### src/hw/rtl/mbg_pkg.sv
// ----------------------------------------------------------------------------
// Maze generator package
// Field widths, command and result codes, direction codes and default sizes
// shared by the channel interfaces and the maze generator modules.
// ----------------------------------------------------------------------------
package mbg_pkg;

	// Payload field widths.
	localparam int CMD_W = 2;
	localparam int RND_W = 8;
	localparam int CRD_W = 6;
	localparam int ACT_W = 2;
	localparam int DIR_W = 2;
	localparam int N_DIR = 4;

	// Default sizes.
	localparam int DEF_GRID_ROWS   = 60;
	localparam int DEF_GRID_COLS   = 60;
	localparam int DEF_STACK_DEPTH = 900;

	// Request commands. The fourth code behaves as a query.
	localparam logic [CMD_W-1:0] CMD_RESTART = 2'd0;
	localparam logic [CMD_W-1:0] CMD_STEP    = 2'd1;
	localparam logic [CMD_W-1:0] CMD_QUERY   = 2'd2;

	// Result actions.
	localparam logic [ACT_W-1:0] ACT_CARVED = 2'd0;
	localparam logic [ACT_W-1:0] ACT_BACK   = 2'd1;
	localparam logic [ACT_W-1:0] ACT_DONE   = 2'd2;
	localparam logic [ACT_W-1:0] ACT_QUERY  = 2'd3;

	// Neighbor directions, in the order they are examined.
	localparam logic [DIR_W-1:0] DIR_UP    = 2'd0;
	localparam logic [DIR_W-1:0] DIR_DOWN  = 2'd1;
	localparam logic [DIR_W-1:0] DIR_LEFT  = 2'd2;
	localparam logic [DIR_W-1:0] DIR_RIGHT = 2'd3;

	typedef struct packed {
		logic [ACT_W-1:0] act;
		logic [CRD_W-1:0] pos_row;
		logic [CRD_W-1:0] pos_col;
		logic [CRD_W-1:0] pas_row;
		logic [CRD_W-1:0] pas_col;
		logic             cell_open;
	} res_t;

endpackage

### src/hw/rtl/mbg_pick.sv
// ----------------------------------------------------------------------------
// Maze generator neighbor pick
// Chooses one candidate neighbor: the random value modulo the candidate
// count selects among the set bits of the candidate mask, lowest first.
// ----------------------------------------------------------------------------
module mbg_pick import mbg_pkg::*; (
	input  logic [N_DIR-1:0] cand,
	input  logic [RND_W-1:0] rnd,
	output logic             any,
	output logic [DIR_W-1:0] dir
);

	logic [2:0]       cnt;
	logic [2*RND_W:0] prod;
	logic [RND_W-1:0] quo;
	logic [RND_W-1:0] tri3;
	logic [RND_W-1:0] rem3;
	logic [DIR_W-1:0] idx;
	logic [2:0]       seen;
	logic             found;

	assign cnt = 3'($countones(cand));
	assign any = (cnt != 3'd0);

	// Remainder by three through the reciprocal 171/512, exact for 8 bits.
	assign prod = {{(RND_W+1){1'b0}}, rnd} * (2*RND_W+1)'(171);
	assign quo  = prod[2*RND_W:RND_W+1];
	assign tri3 = quo + {quo[RND_W-2:0], 1'b0};
	assign rem3 = rnd - tri3;

	always_comb begin
		case (cnt)
			3'd2:    idx = {1'b0, rnd[0]};
			3'd3:    idx = rem3[DIR_W-1:0];
			3'd4:    idx = rnd[DIR_W-1:0];
			default: idx = '0;
		endcase
	end

	always_comb begin
		dir   = DIR_UP;
		seen  = '0;
		found = 1'b0;
		for (int k = 0; k < N_DIR; k++) begin
			if (cand[k]) begin
				if (!found && seen == {1'b0, idx}) begin
					dir   = DIR_W'(k);
					found = 1'b1;
				end
				seen = seen + 3'd1;
			end
		end
	end

endmodule

### config.mk
export PLATFORM = sky130hd
export DESIGN_NAME = mbg_pick
export DESIGN_NICKNAME = d
export VERILOG_FILES = /design/src/hw/rtl/mbg_pkg.sv /design/src/hw/rtl/mbg_pick.sv
export SDC_FILE = /design/constraint.sdc
export NUM_CORES = 1
export LEC_CHECK = 0
export ABC_AREA = 1
export BUFFER_PORTS_ARGS = -buffer_cell sky130_fd_sc_hd__buf_2
export CAP_MARGIN = 25
export CORE_MARGIN = 2
export CORE_UTILIZATION = 30
export DETAILED_ROUTE_END_ITERATION = 10
export PLACE_DENSITY = 0.54
export SLEW_MARGIN = 20
export SYNTH_ARGS = -nofsm -noshare
export SYNTH_HDL_FRONTEND = slang
export SYNTH_SLANG_ARGS = --single-unit
### constraint.sdc
create_clock -name vclk -period 28.4
set_input_delay 8.52 -clock vclk [all_inputs]
set_output_delay 8.52 -clock vclk [all_outputs]
set_load 0.01 [all_outputs]
==> metrics.txt <==
Nets=271; CP required=19,880 ps; die area=4830 um^2; largest net degree at the start of global routing=10; Die Height=69.5 um; sequential share of power=0%; Seq. cell area=0 um^2; HPWL Detailed=2.15 mm; final sequential cell count=0; via count=1,149; critical path endpoint category=output port; Int Power=30.7 uW; post-cts resize count=0; Fillers=450; setup TNS=0 ps; xor/xnor cell area share of the yosys netlist=1.36%; Place WS=6690 ps; Syn. warnings=0; chip width=69.5 um; slowest stage delay, CP=520 ps; share of cells above drive strength 1=13.4%; antenna-violating nets left=0; Mapped Nets=254; Tmin final=21,690 ps; worst hold path type=input port to output port; cell area after synthesis=1290 um^2; Clk pwr share=0%; combinational power share=100.0%; ant diodes=0; Startpoint Class=input port; period utilization=76.4%; post-CTS setup buffers=0; Critical Path AT=13,170 ps; Cells after Synth=202; GPL Wtd Cong=0.742; first-pass GRT wire length=4.44 mm; Peak VDD IR=0.0167 mV; simple-gate share of the synthesized area=33.0%; Area Growth Syn to Fin=10.7%; Core ar.=4060 um^2; initial antenna violation count=0; Crit-path slowest cell=fa_1; vias per inst=4.30; vias in the first global route=1,081; Final Setup Violations=0; Worst-Margin Slew=348 ps; power density cells=53.8 nW/um^2; status=finished clean; Leak=0.903 nW; launch point of the worst path=rnd[1]; crit path max fanout=9; Synth Area in Compound Gates=5.45%; hold-fix buffers at CTS=0; Wirelength per Cell=8.79 um; post-synthesis sequential area ratio=0%; CP endpoint=dir[1]; total power=76.6 uW; mux contribution to synthesized area=0%; Site Rows=23; Max Cap Viol=0; worst setup margin=6710 ps; final core utilization=35.1%; Syn Area/Cell=6.37 um^2; IO buf count=15; final WL=2.35 mm; f_max=46.1 MHz; Synth Area in Adders=45.3%; clkbuf count=0; Ports=15; final global-route overflow total=0; Sw Pwr=45.9 uW; Fin. Hold Viols=0; initial core utilization=31.7%; DRT Pass-1 Iters=4; Slew headroom=76.6%; Starting DRT DRC Count=52; RSZ-0062 raised after global routing=false; total track usage=10.6%; switching share of total power=59.9%; Final Slew Violations=0; Distinct cells, synth=18; drt drc=0; main combinational cell family by area after synthesis=adder cells; critical path type=input port to output port; Hold Crit Depth=6
-- worst max-delay path, delay by kind of cell --
kind / cells / cell delay [ps]
buffers and inverters: 5 / 420
and+or+nand+nor: 10 / 830
xor gates and xnor gates: 2 / 370
AOI/OAI and AO/OA: 2 / 240
adders and majority gates: 7 / 2770
-- cell usage after synthesis --
cell type,n,area (um^2)
nand2_1,57,214
nor3_1,1,5.00
o21ai_1,2,10.0
nand3_1,11,55.1
a21oi_1,6,30.0
nand3_2,3,30.0
nand2_2,8,50.1
nor2_1,15,56.3
o21ai_0,2,10.0
xor2_1,2,17.5
o2111ai_1,1,8.76
nor2_2,1,6.26
nand3b_1,1,7.51
inv_2,1,3.75
fa_1,11,220
o21bai_2,1,11.3
ha_1,29,363
inv_1,50,188
-- area by class of cell --
class                           count  area, um^2  area share (%)
Multi-Input combinational cell    151        1090            76.9
Tap cell                           50        62.6            4.39
Timing Repair Buffer               15        75.1            5.27
Inverter                           51         191            13.4
-- how the worst min path moves through the flow --
stage,from,slack (ps),endpoint
final,cand[3],17520,dir[0]
after global routing,cand[2],17560,dir[1]
after CTS,cand[3],17520,dir[0]
after detailed placement,cand[3],17520,dir[0]
after global placement,cand[3],17510,dir[1]
after floorplan,cand[2],17270,dir[1]
-- logic make-up after synthesis --
family,count (synthesis)
xor gates and xnor gates,2
adders and majority gates,40
AOI/OAI and AO/OA,12
and+or+nand+nor,97
buffers and inverters,51
-- layer usage --
metal	share of wire (%)	track usage, %	wire length, um
met1	54	15.6	1260
met2	44	18.2	1030
met3	2.3	0.291	55
met4	0	0	0
met5	0	0	0
-- placed cells by master (no fill, tap or decap) --
cell and n:
nand2_1 57, inv_1 50, ha_1 29, nor2_1 15, buf_2 15, nand3_1 11
fa_1 11, nand2_2 8, a21oi_1 6, nand3_2 3, o21ai_0 2, o21ai_1 2
xor2_1 2, o21bai_2 1, nor2_2 1, inv_2 1, nor3_1 1, o2111ai_1 1
nand3b_1 1
-- per-stage QoR --
step,cell area (um^2),hold WS (ps),std cells
4_1_cts,1420,17520,267
6_report,1420,17520,267
5_1_grt,1420,17560,267
3_5_place_dp,1420,17520,267
2_1_floorplan,1290,17270,202
3_3_place_gp,1420,17510,267
-- power groups by stage --
stage	Sequential, mW	Combinational, mW	Clock, mW
2_1_floorplan	0	0.0626	0
3_3_place_gp	0	0.0768	0
3_5_place_dp	0	0.0772	0
4_1_cts	0	0.0779	0
5_1_grt	0	0.0909	0
6_report	0	0.0766	0
Power figures use the tool's default switching activity.
